File: src/rtl/kmpf_pkg.sv
// ----------------------------------------------------------------------------
// kmpf_pkg
// Shared constants, register indexes and types of the stream pattern finder.
// ----------------------------------------------------------------------------
package kmpf_pkg;

    // Longest pattern the cell row can hold, and the width of the offset count.
    localparam int MAX_PATTERN  = 32;
    localparam int OFFSET_WIDTH = 32;

    // Pattern bytes that the configuration words can supply.
    localparam int CFG_WORDS     = 4;
    localparam int CFG_WORD_W    = 64;
    localparam int BYTES_PER_W   = CFG_WORD_W / 8;
    localparam int CFG_BYTES     = CFG_WORDS * BYTES_PER_W;
    localparam int CFG_WORD_IDX_W = (CFG_WORDS > 1) ? $clog2(CFG_WORDS) : 1;

    // Field widths fixed by the interface.
    localparam int BYTE_W        = 8;
    localparam int CFG_LEN_W     = 6;
    localparam int CFG_ADDR_W    = 3;
    localparam int START_W       = 32;

    // Widths derived from the pattern depth.
    localparam int LEN_W = $clog2(MAX_PATTERN + 1);
    localparam int IDX_W = (MAX_PATTERN > 1) ? $clog2(MAX_PATTERN) : 1;

    // Configuration register indexes.
    typedef enum logic [CFG_ADDR_W-1:0] {
        REG_PATTERN_LENGTH = 3'd0,
        REG_PATTERN_WORD_0 = 3'd1,
        REG_PATTERN_WORD_1 = 3'd2,
        REG_PATTERN_WORD_2 = 3'd3,
        REG_PATTERN_WORD_3 = 3'd4
    } t_cfg_reg;

    // Control that the top level broadcasts to every cell.
    typedef struct packed {
        logic advance;   // a byte is accepted this cycle
        logic kill;      // the byte completes the pattern: drop all progress
        logic flush;     // configuration write: drop all progress
    } t_cell_ctrl;

    // One result item.
    typedef struct packed {
        logic               found;
        logic [START_W-1:0] start;
    } t_result;

endpackage

File: src/rtl/kmpf_cell.sv
// ----------------------------------------------------------------------------
// kmpf_cell
// One position of the matcher row: remembers whether the pattern prefix that
// ends at this position matched the stream up to the last byte.
// ----------------------------------------------------------------------------
module kmpf_cell
    import kmpf_pkg::*;
(
    input  logic              i_clk,
    input  logic              i_rst_n,
    input  t_cell_ctrl        i_ctrl,
    input  logic [BYTE_W-1:0] i_data_byte,
    input  logic [BYTE_W-1:0] i_pattern_byte,
    input  logic              i_prev_active,
    output logic              o_hit,
    output logic              o_active
);

    logic r_active;
    logic n_active;

    // The prefix grows by one when the left neighbor was active and the byte fits.
    assign o_hit = i_prev_active && (i_pattern_byte == i_data_byte);

    // Next state of the partial match bit.
    always_comb begin
        n_active = r_active;
        if (i_ctrl.flush) begin
            n_active = 1'b0;
        end else if (i_ctrl.advance) begin
            n_active = o_hit && !i_ctrl.kill;
        end
    end

    always_ff @(posedge i_clk) begin
        if (!i_rst_n) begin
            r_active <= 1'b0;
        end else begin
            r_active <= n_active;
        end
    end

    assign o_active = r_active;

endmodule

File: src/rtl/kmpf_out_skid.sv
// ----------------------------------------------------------------------------
// kmpf_out_skid
// Output register with a skid stage, so the input side keeps a registered
// ready while a result waits on the output.
// ----------------------------------------------------------------------------
module kmpf_out_skid
    import kmpf_pkg::*;
(
    input  logic    i_clk,
    input  logic    i_rst_n,
    input  logic    i_valid,
    output logic    o_ready,
    input  t_result i_data,
    output logic    o_valid,
    input  logic    i_ready,
    output t_result o_data
);

    logic    r_out_valid;
    logic    n_out_valid;
    logic    r_skid_valid;
    logic    n_skid_valid;
    t_result r_out_data;
    t_result n_out_data;
    t_result r_skid_data;
    t_result n_skid_data;
    logic    out_taken;

    assign o_ready   = !r_skid_valid;
    assign out_taken = r_out_valid && i_ready;

    // Move results between the input, the skid stage and the output register.
    always_comb begin
        n_out_valid  = r_out_valid;
        n_out_data   = r_out_data;
        n_skid_valid = r_skid_valid;
        n_skid_data  = r_skid_data;
        if (r_skid_valid) begin
            if (out_taken) begin
                n_out_data   = r_skid_data;
                n_skid_valid = 1'b0;
            end
        end else if (i_valid) begin
            if (r_out_valid && !i_ready) begin
                n_skid_valid = 1'b1;
                n_skid_data  = i_data;
            end else begin
                n_out_valid = 1'b1;
                n_out_data  = i_data;
            end
        end else if (out_taken) begin
            n_out_valid = 1'b0;
        end
    end

    always_ff @(posedge i_clk) begin
        if (!i_rst_n) begin
            r_out_valid  <= 1'b0;
            r_skid_valid <= 1'b0;
        end else begin
            r_out_valid  <= n_out_valid;
            r_skid_valid <= n_skid_valid;
        end
    end

    // Payload registers carry no reset.
    always_ff @(posedge i_clk) begin
        r_out_data  <= n_out_data;
        r_skid_data <= n_skid_data;
    end

    assign o_valid = r_out_valid;
    assign o_data  = r_out_data;

endmodule

File: src/rtl/kmp_stream_pattern_finder.sv
// ----------------------------------------------------------------------------
// kmp_stream_pattern_finder
// Streaming byte pattern matcher with non-overlapping match reports.
// ----------------------------------------------------------------------------
//
//  Channel   Direction  Ports                    Contents
//  --------  ---------  -----------------------  -------------------------------
//  s (in)    slave      i_s_tvalid / o_s_tready  tdata: data_byte, tuser: restart
//  m (out)   master     o_m_tvalid / i_m_tready  tdata: match_start, tuser: found
//  cfg       write      i_cfg_we                 i_cfg_addr, i_cfg_wdata
//
//  One byte per cycle while the skid stage is empty. Every cell of the row compares
//  its pattern byte with the incoming byte in the accept cycle; the result is
//  registered in the output register, or in the skid stage if the master stalls.
//  Reset is synchronous and active low; the pattern is one zero byte of length 1.
//  Input ready depends only on the skid stage, so one result can wait while the
//  next request is taken; with the skid full the input stalls.
//
module kmp_stream_pattern_finder
    import kmpf_pkg::*;
(
    input  logic                  i_clk,
    input  logic                  i_rst_n,
    // Stream in
    input  logic                  i_s_tvalid,
    output logic                  o_s_tready,
    input  logic [7:0]            i_s_tdata,    // [7:0] data_byte
    input  logic                  i_s_tuser,    // [0] restart
    // Stream out
    output logic                  o_m_tvalid,
    input  logic                  i_m_tready,
    output logic [31:0]           o_m_tdata,    // [31:0] match_start
    output logic                  o_m_tuser,    // [0] match_found
    // Configuration
    input  logic                  i_cfg_we,
    input  logic [CFG_ADDR_W-1:0] i_cfg_addr,
    input  logic [CFG_WORD_W-1:0] i_cfg_wdata
);

    logic [CFG_LEN_W-1:0]    r_pattern_length;
    logic [CFG_WORD_W-1:0]   r_pattern_word [CFG_WORDS];
    logic [OFFSET_WIDTH-1:0] r_offset;
    logic [OFFSET_WIDTH-1:0] n_offset;

    logic                    accept;
    logic                    cfg_hit;
    logic [CFG_WORD_IDX_W-1:0] cfg_word_sel;
    logic [LEN_W-1:0]        eff_len;
    logic [IDX_W-1:0]        last_idx;
    logic [OFFSET_WIDTH-1:0] cur_offset;
    logic [OFFSET_WIDTH-1:0] start_full;
    logic                    found;
    logic                    skid_ready;
    t_cell_ctrl              cell_ctrl;
    t_result                 result;
    t_result                 out_data;
    logic [MAX_PATTERN-1:0]  hit;
    logic [MAX_PATTERN-1:0]  active;

    assign o_s_tready = skid_ready;
    assign accept     = i_s_tvalid && skid_ready;

    // Register decode: unknown indexes are ignored.
    always_comb begin
        unique case (i_cfg_addr) inside
            REG_PATTERN_LENGTH, REG_PATTERN_WORD_0, REG_PATTERN_WORD_1,
            REG_PATTERN_WORD_2, REG_PATTERN_WORD_3: cfg_hit = i_cfg_we;
            default:                                cfg_hit = 1'b0;
        endcase
    end

    // Pattern word selected by a word register index.
    assign cfg_word_sel = CFG_WORD_IDX_W'(i_cfg_addr - REG_PATTERN_WORD_0);

    // Configuration registers.
    always_ff @(posedge i_clk) begin
        if (!i_rst_n) begin
            r_pattern_length <= CFG_LEN_W'(1);
            for (int w = 0; w < CFG_WORDS; w++) begin
                r_pattern_word[w] <= '0;
            end
        end else if (cfg_hit) begin
            if (i_cfg_addr == REG_PATTERN_LENGTH) begin
                r_pattern_length <= i_cfg_wdata[CFG_LEN_W-1:0];
            end else begin
                r_pattern_word[cfg_word_sel] <= i_cfg_wdata;
            end
        end
    end

    // Effective pattern length: zero acts as one, the top saturates.
    always_comb begin
        if (r_pattern_length == '0) begin
            eff_len = LEN_W'(1);
        end else if (32'(r_pattern_length) > MAX_PATTERN) begin
            eff_len = LEN_W'(MAX_PATTERN);
        end else begin
            eff_len = LEN_W'(r_pattern_length);
        end
    end
    assign last_idx = IDX_W'(eff_len - LEN_W'(1));

    // Broadcast control for the cell row.
    assign found           = accept && hit[last_idx];
    assign cell_ctrl.advance = accept;
    assign cell_ctrl.kill    = found;
    assign cell_ctrl.flush   = cfg_hit;

    // Row of cells; each hands its partial-match bit to its right neighbor.
    for (genvar j = 0; j < MAX_PATTERN; j++) begin : g_cell
        logic [BYTE_W-1:0] pattern_byte;
        logic              prev_active;

        if (j < CFG_BYTES) begin : g_cfg_byte
            assign pattern_byte =
                r_pattern_word[j / BYTES_PER_W][(j % BYTES_PER_W) * BYTE_W +: BYTE_W];
        end else begin : g_zero_byte
            assign pattern_byte = '0;
        end

        if (j == 0) begin : g_head
            assign prev_active = 1'b1;
        end else begin : g_link
            assign prev_active = active[j-1] && !i_s_tuser;
        end

        kmpf_cell u_cell (
            .i_clk          (i_clk),
            .i_rst_n        (i_rst_n),
            .i_ctrl         (cell_ctrl),
            .i_data_byte    (i_s_tdata),
            .i_pattern_byte (pattern_byte),
            .i_prev_active  (prev_active),
            .o_hit          (hit[j]),
            .o_active       (active[j])
        );
    end

    // Byte offset since the last restart.
    assign cur_offset = i_s_tuser ? '0 : r_offset;
    assign n_offset   = accept ? (cur_offset + OFFSET_WIDTH'(1)) : r_offset;
    assign start_full = cur_offset + OFFSET_WIDTH'(1) - OFFSET_WIDTH'(eff_len);

    always_ff @(posedge i_clk) begin
        if (!i_rst_n) begin
            r_offset <= '0;
        end else begin
            r_offset <= n_offset;
        end
    end

    // Result item: the start offset is zero when nothing was found.
    assign result.found = found;
    assign result.start = found ? START_W'(start_full) : '0;

    kmpf_out_skid u_out (
        .i_clk   (i_clk),
        .i_rst_n (i_rst_n),
        .i_valid (accept),
        .o_ready (skid_ready),
        .i_data  (result),
        .o_valid (o_m_tvalid),
        .i_ready (i_m_tready),
        .o_data  (out_data)
    );

    assign o_m_tuser = out_data.found;
    assign o_m_tdata = out_data.start;

endmodule

File: config.mk
export PLATFORM = sky130hd
export DESIGN_NAME = kmp_stream_pattern_finder
export DESIGN_NICKNAME = d
export VERILOG_FILES = /design/src/rtl/kmpf_pkg.sv /design/src/rtl/kmpf_cell.sv /design/src/rtl/kmpf_out_skid.sv /design/src/rtl/kmp_stream_pattern_finder.sv
export SDC_FILE = /design/constraint.sdc
export NUM_CORES = 1
export LEC_CHECK = 0
export BUFFER_PORTS_ARGS = -buffer_cell sky130_fd_sc_hd__buf_2
export CORE_MARGIN = 2
export CORE_UTILIZATION = 55
export CTS_CLUSTER_SIZE = 30
export DETAILED_ROUTE_END_ITERATION = 8
export PLACE_DENSITY = 0.85
export SKIP_CTS_REPAIR_TIMING = 1
export SLEW_MARGIN = 20
export SYNTH_ARGS = -nofsm -noshare
export SYNTH_HDL_FRONTEND = slang
export SYNTH_SLANG_ARGS = --single-unit
File: constraint.sdc
create_clock -name i_clk -period 19.8 [get_ports i_clk]
set_input_delay 4.95 -clock i_clk [delete_from_list [all_inputs] [get_ports i_clk]]
set_output_delay 4.95 -clock i_clk [all_outputs]
set_load 0.02 [all_outputs]
==> results.py, run 1 <==
metrics = {
    "yosys": {
        "synth.area.top_cells": "edfxtp_1 (48%), xor2_1 (7.6%), dfxtp_1 (7.0%)",
        "synthArstFlopShare_pct": 0,
        "synthAdderAreaFrac_pct": 0.843,
        "ys_seq_elements": 393,
        "synth_cell_types": 70,
        "syn_nets": 1928,
        "synth_top_area_share_pct": 47.9,
        "synth_edf_count": 322,
        "synth_top_family_by_area": "simple AND/OR/NAND/NOR gates",
        "synth_xor_area_share_pct": 13.5,
        "synth_mux_area_share_pct": 0.198,
        "yosys_warnings": 0,
        "synth_cells": 1834,
        "synth_commonest_cells": "edfxtp_1 (322), and2_1 (200), xor2_1 (176), nand2_1 (143), xnor2_1 (134)",
        "post-synth-top-area-cell": "edfxtp_1",
        "synth-main-ff-cell": "edfxtp_1",
        "synth_compound_area_share_pct": 5.87,
        "avgSynthCellArea_um2": 11.0,
        "ys_seq_area_share_pct": 54.9,
        "synth-simple-area-share_pct": 21.7,
        "synth.cell_area_um2": 20200,
        "yosysMostFrequentCell": "edfxtp_1",
    },
    "timing": {
        "setup_violations": 0,
        "max_clock_freq_mhz": 110,
        "fin_crit_sh_pct": 45.9,
        "timing.final.crit_period_ns": 9.08,
        "rsz0062_at_grt": "false",
        "relSlewSlack_pct": 24.7,
        "skew_ns": 0.0268,
        "finalHoldViolations": 0,
        "worstMarginPinSlew_ns": 1.13,
        "fin_hold_ws_ns": 0.515,
        "timing.final.ws_setup_ns": 10.72,
        "finalMaxSlewViolations": 0,
        "fin_tns_setup_ns": 0,
    },
    "global_route": {
        "grt_pass1_vias": 13903,
        "track_usage_pct": 25.2,
        "antenna_found_initial": 1,
        "grt_first_pass_wirelength_mm": 75.9,
        "grt_overflow_total": 0,
        "grt_max_degree": 89,
    },
    "setup_path": {
        "cp-start-kind": "input pin",
        "rrSetupSlack_ns": 14.77,
        "arrival_ns": 9.45,
        "crit_start": "i_s_tuser",
        "timing.rr.end": "u_out.o_data[17]",
        "end_kind": "register",
        "critical_path_class": "input pin to register",
        "required_ns": 20.17,
        "worstPathMaxFanout": 51,
        "r2r-start": "r_pattern_length[2]",
        "reg2regPathDepth": 13,
        "crit_end": "u_out.r_skid_data[21]",
    },
    "floorplan": {
        "io_pins": 116,
        "design.die.area_um2": 38200,
        "design.core.area_um2": 36300,
        "row_count": 70,
        "die_h_um": 196,
        "die_width_um": 196,
        "start_util_pct": 55.5,
    },
    "final_layout": {
        "num-fill-cells": 2766,
        "area_growth_pct": 11.4,
        "drive_gt1_share_pct": 12.2,
        "final_area_um2": 22500,
        "utilization_pct": 61.9,
        "nets": 1987,
        "finalNonFillerCells": 2395,
        "num_antenna_cells": 0,
    },
    "routing": {
        "drt_iter0_drc": 1508,
        "wl_mm": 47.9,
        "ant_nets": 0,
        "first_pass_iters": 7,
        "routedWlPerCell_um": 20.0,
        "vias": 14148,
        "routed_via_density": 5.91,
        "drc": 0,
    },
    "clock_network": {
        "clkLatencyLatePin_ns": 0.57,
        "cts_tree": "yes",
        "worst_setup_hold_path_clk_slew_ns": 0.06,
        "cts_num_sinks": 393,
        "htree_levels": 2,
        "clockBufferDepth": 3,
        "clockRootBuffer": "clkbuf_16",
        "cts_buffers": 42,
    },
    "place": {
        "place.port_buffers": 115,
        "placed_area_um2": 21100,
        "place_inst": 2316,
        "place.gp.congestion": 0.927,
        "pre_cts_slack_ns": 10.22,
        "dpl.hpwl_mm": 29.6,
    },
    "power_and_ir_drop": {
        "power.density_nw_per_um2": 86.5,
        "switchingPower_mw": 0.490,
        "finalPower_mw": 1.95,
        "p_clk_share_pct": 40.3,
        "p_int_mw": 1.46,
        "vdd_drop_max_mv": 0.0731,
        "p_leak_nw": 8.22,
        "comb_power_share_pct": 10.3,
        "swShare_pct": 25.2,
        "p_seq_share_pct": 49.4,
    },
    "min_path": {
        "min_path_type": "register to register",
    },
    "run": {
        "cap_viol_max_count": 0,
    },
    "run_status": {
        "status": "complete, no violations",
    },
}
==> cell families after synthesis <==
logic type / count (synthesis)
XOR/XNOR: 310
adder cells (fa/ha/maj): 13
buffers and inverters: 146
flip-flops: 393
AND/OR/NAND/NOR: 784
AO/OA/AOI/OAI: 184
multiplexers: 4
==> registers in the layout (all words and copies together), names as in the netlist <==
name	cells
r_pattern_word	256
u_out.o_data	33
u_out.r_skid_data	33
r_offset	32
g_cell.u_cell.o_active	31
r_pattern_length	6
u_out.o_valid	1
u_out.r_skid_valid	1
==> worst max-delay path, cell delays in order <==
cell and delay (ns):
buf_2 0.11, buf_4 0.28, inv_1 0.89, nand2_1 0.15, xnor2_1 0.19, ha_1 0.35, o21a_1 0.21, o31a_1 0.13
o31a_1 0.30, nor4_2 0.45, and4bb_1 0.35, and2_1 0.29, a21oi_1 0.07, a311o_1 0.34, a2111oi_2 0.35
==> area by class of cell <==
class	count	area, µm²	area share (%)
Multi-Input combinational cell	1295	8570	38.1
Clock inverter	25	236	1.05
Tap cell	468	586	2.60
Inverter	20	75.1	0.334
Sequential cell	393	11100	49.3
Clock buffer	53	1140	5.08
Timing Repair Buffer	141	791	3.52
==> routing by layer <==
metal | GRT usage, % | vias to the layer above | wire (µm)
met1 | 32.2 | 6873 | 18800
li1 | - | 6572 | -
met5 | 0 | - | 9
met3 | 3.89 | 94 | 3700
met2 | 44.4 | 607 | 24300
met4 | 7.52 | 2 | 1040
==> layout by cell type, fill, tap and decap left out, drive strengths merged, types with 4 or more instances in the layout <==
| cell | instances |
|---|---|
| xor2 | 176 |
| or4 | 5 |
| edfxtp | 322 |
| or3 | 9 |
| a311oi | 4 |
| and4 | 13 |
| xnor2 | 134 |
| a21oi | 34 |
| o21ai | 71 |
| ha | 12 |
| o31a | 4 |
| nor2b | 15 |
| dfxtp | 71 |
| mux2i | 4 |
| and3b | 4 |
| o31ai | 4 |
| nand4 | 35 |
| nand2 | 143 |
| a21boi | 31 |
| buf | 141 |
| nand2b | 10 |
| nor3 | 44 |
| nor3b | 23 |
| clkbuf | 53 |
| nand3 | 53 |
| o211a | 4 |
| nor2 | 86 |
| inv | 24 |
| nor4 | 49 |
| and3 | 85 |
| o21a | 5 |
| and2 | 200 |
| clkinv | 17 |
==> power by group through the flow <==
stage          registers [mW]  clock network (mW)  logic (mW)
3_3_place_gp            0.977                   0       0.190
5_1_grt                 0.966               0.825       0.217
4_1_cts                 0.962               0.794       0.198
3_5_place_dp            0.979                   0       0.196
6_report                0.961               0.785       0.199
2_1_floorplan           0.987                   0       0.129
==> worst min-delay path by stage <==
stage / slack (ns) / start / to / depth (start not counted)
2_1_floorplan: 0.46 / r_offset[31] / r_offset[31] / 2
3_3_place_gp: 0.47 / r_offset[31] / r_offset[31] / 2
3_5_place_dp: 0.50 / r_pattern_length[4] / r_pattern_length[4] / 2
4_1_cts: 0.51 / r_offset[31] / r_offset[31] / 2
5_1_grt: 0.52 / r_offset[31] / r_offset[31] / 2
6_report: 0.51 / r_offset[1] / r_offset[1] / 2
Note: power is estimated with default switching activity, not from simulation.
==> run 2: changes to the inputs <==
- PLACE_DENSITY: 0.85 -> 0.88
- clock period: 19.8 -> 7.7 ns (I/O delays scaled with it)
==> run 2 against run 1 <==
Against the previous run: clock-buffer cell count fell by 2; flip-flop and latch count unchanged; register-to-register slack worse by 11 ns; hold slack got worse by 0.016 ns; clock skew increased by 0.0041 ns; sequential share of layout area is 0.48 points lower; critical path depth stayed put; worst setup slack worse by 8.3 ns; final cell count increased by 0.13%; power rose to 2.7 times the previous value; first-iteration DRC count down 4.3%.
==> results.py, run 2 (synthesis gave the netlist of run 1 again) <==
metrics = {
    "power_and_ir_drop": {
        "comb_power_share_pct": 10.2,
        "power.density_nw_per_um2": 230,
        "vdd_drop_max_mv": 0.171,
        "finalPower_mw": 5.21,
        "swShare_pct": 24.6,
        "p_leak_nw": 8.33,
        "switchingPower_mw": 1.28,
        "p_int_mw": 3.93,
        "p_clk_share_pct": 42.4,
        "p_seq_share_pct": 47.5,
    },
    "routing": {
        "vias": 14467,
        "drc": 0,
        "first_pass_iters": 6,
        "routedWlPerCell_um": 21.2,
        "ant_nets": 0,
        "drt_iter0_drc": 1443,
        "routed_via_density": 6.03,
        "wl_mm": 50.9,
    },
    "global_route": {
        "grt_pass1_vias": 14747,
        "grt_first_pass_wirelength_mm": 80.2,
        "grt_overflow_total": 0,
        "grt_max_degree": 89,
        "track_usage_pct": 26.8,
        "antenna_found_initial": 2,
    },
    "timing": {
        "finalMaxSlewViolations": 0,
        "setup_violations": 0,
        "rsz0062_at_grt": "false",
        "fin_hold_ws_ns": 0.498,
        "skew_ns": 0.0309,
        "worstMarginPinSlew_ns": 1.15,
        "timing.final.ws_setup_ns": 2.39,
        "max_clock_freq_mhz": 188,
        "finalHoldViolations": 0,
        "fin_crit_sh_pct": 69.0,
        "relSlewSlack_pct": 23.4,
        "timing.final.crit_period_ns": 5.31,
    },
    "setup_path": {
        "rrSetupSlack_ns": 3.52,
        "required_ns": 8.06,
        "arrival_ns": 5.67,
        "path_common_cell": "o31a_1",
        "worstPathMaxFanout": 33,
        "reg2regPathDepth": 15,
        "r2r-start": "r_offset[0]",
        "path_buf_inv": 3,
        "path_cells": "buf_2, inv_1, buf_4, nand2_1, xnor2_1, ha_1, o21a_1, o31a_1, o31a_1, nor4_2, and4bb_1, and2_1, a21oi_1, a311o_1, a2111oi_2",
        "critPathMaxStageDelay_ns": 0.41,
        "critical_path_class": "input pin to register",
        "cp-start-kind": "input pin",
        "cpMaxStageDelayCell": "nor4_2",
        "timing.rr.end": "u_out.r_skid_data[21]",
        "end_kind": "register",
        "crit_family": "compound AO/OA/AOI/OAI gates",
    },
    "clock_network": {
        "clockBufferDepth": 3,
        "cts_buffers": 42,
        "htree_levels": 2,
        "clockRootBuffer": "clkbuf_16",
        "cts_tree": "yes",
        "worst_setup_hold_path_clk_slew_ns": 0.06,
        "clkLatencyLatePin_ns": 0.58,
        "cts_num_sinks": 393,
    },
    "final_layout": {
        "top_register": "r_pattern_word",
        "num-fill-cells": 2713,
        "multi_input_area_um2": 8570,
        "largest_reg_flops": 256,
        "area_growth_pct": 12.5,
        "num_antenna_cells": 0,
        "drive_gt1_share_pct": 12.6,
        "nets": 1990,
        "finalNonFillerCells": 2398,
        "final_common_cell": "edfxtp_1",
        "final_area_um2": 22700,
        "final_cell_mix": "edfxtp_1 (322), and2_1 (200), xor2_1 (176)",
        "area.sequential_um2": 11100,
    },
    "min_path": {
        "whs_endpoint": "r_offset[31]",
        "min_from": "r_offset[31]",
        "min_path_type": "register to register",
        "min_delay_path_depth": 2,
    },
    "place": {
        "place_inst": 2319,
        "pre_cts_slack_ns": 1.99,
        "place.port_buffers": 115,
        "placed_area_um2": 21200,
        "dpl.hpwl_mm": 32.6,
        "place.gp.congestion": 0.918,
    },
    "floorplan": {
        "design.core.area_um2": 36300,
        "row_count": 70,
        "io_pins": 116,
        "die_width_um": 196,
        "start_util_pct": 55.5,
        "design.die.area_um2": 38200,
        "die_h_um": 196,
    },
    "run": {
        "cap_viol_max_count": 0,
    },
    "run_status": {
        "status": "complete, no violations",
    },
}
-- run 2: cell type report --
class	instances	share of cell area, %
repair buffers	144	3.80
multi-input cells	1295	37.8
well taps	468	2.58
inverters	20	0.331
clock inverters	27	1.60
flip-flops and latches	393	48.8
clock buffers	51	5.10
-- run 2: worst max path at each step --
stage	start	endpoint	cells after the start
after floorplan	i_cfg_addr[0]	r_pattern_word[2][0]	6
after global placement	i_s_tuser	u_out.r_skid_data[21]	15
after detailed placement	i_s_tuser	u_out.r_skid_data[21]	15
after CTS	i_s_tuser	u_out.r_skid_data[21]	15
after global routing	i_s_tuser	u_out.r_skid_data[21]	16
final	i_s_tuser	u_out.r_skid_data[21]	15
-- run 2: metrics by stage --
stage               setup TNS (ns)  utilization (%)
finish                           0             62.5
global route                     0             62.5
CTS                              0             62.4
detailed placement               0             58.2
global placement                 0             58.1
floorplan                  -271.62                -
-- run 2: per-layer routing --
| layer | up-vias | part of all wire (%) | global-route usage (%) |
|---|---|---|---|
| li1 | 6577 | - | - |
| met1 | 6928 | 37 | 33.3 |
| met2 | 779 | 49 | 45.8 |
| met3 | 179 | 9.2 | 4.96 |
| met4 | 4 | 4.3 | 11.9 |
| met5 | - | 0.035 | 0 |
-- run 2: power by group through the flow --
| stage | combinational, mW | sequential [mW] | clock, mW |
|---|---|---|---|
| final | 0.530 | 2.47 | 2.21 |
| after global routing | 0.570 | 2.48 | 2.31 |
| after CTS | 0.521 | 2.48 | 2.23 |
| after detailed placement | 0.515 | 2.52 | 0 |
| after global placement | 0.496 | 2.51 | 0 |
| after floorplan | 0.333 | 2.54 | 0 |
-- run 2: worst register-to-register path, cell delays in order, from the launching register on --
cell and delay (ns):
dfxtp_1 0.39, nor2b_1 0.25, ha_1 0.27, nand2_1 0.08
xor2_1 0.14, nor2_1 0.19, ha_1 0.30, o21ai_0 0.25
inv_1 0.07, o31a_1 0.15, nor4_2 0.41, and4bb_1 0.39
and2_1 0.30, a21oi_1 0.07, a311o_1 0.34, a2111oi_2 0.37
==> run 3: changes to the inputs <==
- clock period: 7.7 -> 4.88 ns (I/O delays scaled with it)
==> run 3 against run 2 <==
Against the previous run: via count down 0.24%; worst setup slack worse by 1.6 ns; clock-buffer cell count is 6 higher; final cell count rose by 0.67%; utilization is essentially flat; routed wire length fell by 3.1%; largest cell class unchanged.
==> results.py, run 3 (synthesis gave the netlist of run 1 again) <==
metrics = {
    "clock_network": {
        "clockBufferDepth": 3,
        "worst_setup_hold_path_clk_slew_ns": 0.06,
        "htree_levels": 2,
        "clkLatencyLatePin_ns": 0.57,
        "cts_tree": "yes",
        "cts_num_sinks": 393,
        "clockRootBuffer": "clkbuf_16",
        "cts_buffers": 42,
    },
    "timing": {
        "finalHoldViolations": 0,
        "fin_tns_setup_ns": 0,
        "fin_hold_ws_ns": 0.478,
        "rsz0062_at_grt": "false",
        "max_clock_freq_mhz": 244,
        "skew_ns": 0.0214,
        "worstMarginPinSlew_ns": 1.06,
        "fin_crit_sh_pct": 84.1,
        "timing.final.ws_setup_ns": 0.777,
        "setup_violations": 0,
        "relSlewSlack_pct": 29.5,
        "finalMaxSlewViolations": 0,
        "timing.final.crit_period_ns": 4.10,
    },
    "final_layout": {
        "final_common_cell": "edfxtp_1",
        "num-fill-cells": 2676,
        "area_growth_pct": 12.6,
        "top_register": "r_pattern_word",
        "final_cell_mix": "edfxtp_1 (322), and2_1 (200), xor2_1 (176)",
        "nets": 2005,
        "drive_gt1_share_pct": 13.1,
        "largest_reg_flops": 256,
    },
    "setup_path": {
        "crit_start": "i_s_tuser",
        "arrival_ns": 4.47,
        "timing.rr.end": "u_out.r_skid_data[21]",
        "reg2regPathDepth": 14,
        "required_ns": 5.25,
        "worstPathMaxFanout": 45,
        "crit_end": "u_out.r_skid_data[21]",
        "rrSetupSlack_ns": 1.10,
        "r2r-start": "r_offset[4]",
        "cp-start-kind": "input pin",
        "end_kind": "register",
        "critical_path_class": "input pin to register",
    },
    "place": {
        "place.port_buffers": 115,
        "pre_cts_slack_ns": 0.254,
        "place.gp.congestion": 0.931,
        "dpl.hpwl_mm": 31.6,
    },
    "global_route": {
        "grt_overflow_total": 0,
        "antenna_found_initial": 1,
        "grt_pass1_vias": 14353,
        "grt_first_pass_wirelength_mm": 78.0,
        "track_usage_pct": 26.0,
        "grt_max_degree": 83,
    },
    "routing": {
        "routedWlPerCell_um": 20.4,
        "routed_via_density": 5.98,
        "drt_iter0_drc": 1266,
        "first_pass_iters": 5,
        "ant_nets": 0,
        "met1Wirelength_mm": 19.3,
        "wl_mm": 49.3,
        "wl_met2_mm": 24.7,
        "top_layer": "met4",
        "dr_wl_met3_mm": 3.71,
        "drc": 0,
        "vias": 14432,
    },
    "floorplan": {
        "design.core.area_um2": 36300,
        "die_width_um": 196,
        "die_h_um": 196,
        "row_count": 70,
        "design.die.area_um2": 38200,
        "start_util_pct": 55.5,
        "io_pins": 116,
    },
    "power_and_ir_drop": {
        "finalPower_mw": 7.84,
        "power.density_nw_per_um2": 345,
        "vdd_drop_max_mv": 0.276,
        "p_leak_nw": 8.34,
    },
    "run_status": {
        "status": "complete, no violations",
    },
    "min_path": {
        "min_path_type": "register to register",
        "min_delay_path_depth": 2,
    },
    "run": {
        "cap_viol_max_count": 0,
    },
}
==> run 3: power breakdown <==
| part | leakage (nW) | internal [mW] | switching, mW |
|---|---|---|---|
| Sequential | 3.71 | 3.82 | 0.0802 |
| Combinational | 3.98 | 0.308 | 0.540 |
| Clock | 0.651 | 1.72 | 1.37 |
| Total | 8.34 | 5.85 | 1.99 |
==> run 3: metal layers <==
metal | vias to the layer above | global-route usage [%]
met3 | 139 | 4.28
met2 | 666 | 45.5
li1 | 6605 | -
met5 | - | 0
met4 | 0 | 9.19
met1 | 7022 | 32.6
==> run 3: cell type report <==
type | instances | area (µm²) | share of cell area (%)
Clock buffer | 57 | 1180 | 5.19
Clock inverter | 21 | 160 | 0.705
Antenna cell | 1 | 2.50 | 0.0110
Timing Repair Buffer | 159 | 1010 | 4.43
Sequential cell | 393 | 11100 | 48.8
Multi-Input combinational cell | 1295 | 8620 | 37.9
Inverter | 20 | 75.1 | 0.330
Tap cell | 468 | 586 | 2.58
==> run 3: worst max-delay path, cell delays in order <==
cell       delay (ns)
buf_2            0.21
buf_4            0.44
nor2_1           0.14
ha_1             0.34
o21a_1           0.11
o31a_1           0.13
o31a_1           0.31
nor4_4           0.26
and4bb_1         0.28
and2_1           0.26
a21oi_1          0.06
a311o_1          0.35
a2111oi_2        0.36
==> run 3: how the worst min path moves through the flow <==
stage | start | end | slack, ns
5_1_grt | r_offset[31] | r_offset[31] | 0.53
3_3_place_gp | r_offset[31] | r_offset[31] | 0.47
4_1_cts | r_offset[31] | r_offset[31] | 0.48
6_report | r_offset[31] | r_offset[31] | 0.48
3_5_place_dp | r_offset[31] | r_offset[31] | 0.47
2_1_floorplan | r_offset[31] | r_offset[31] | 0.46
==> run 3: per-stage QoR <==
stage	cell area (µm²)	std cells	util [%]
floorplan	20200	1834	-
CTS	22700	2413	62.5
detailed placement	21400	2335	58.8
global placement	21400	2335	58.8
finish	22700	2414	62.5
global route	22700	2413	62.5
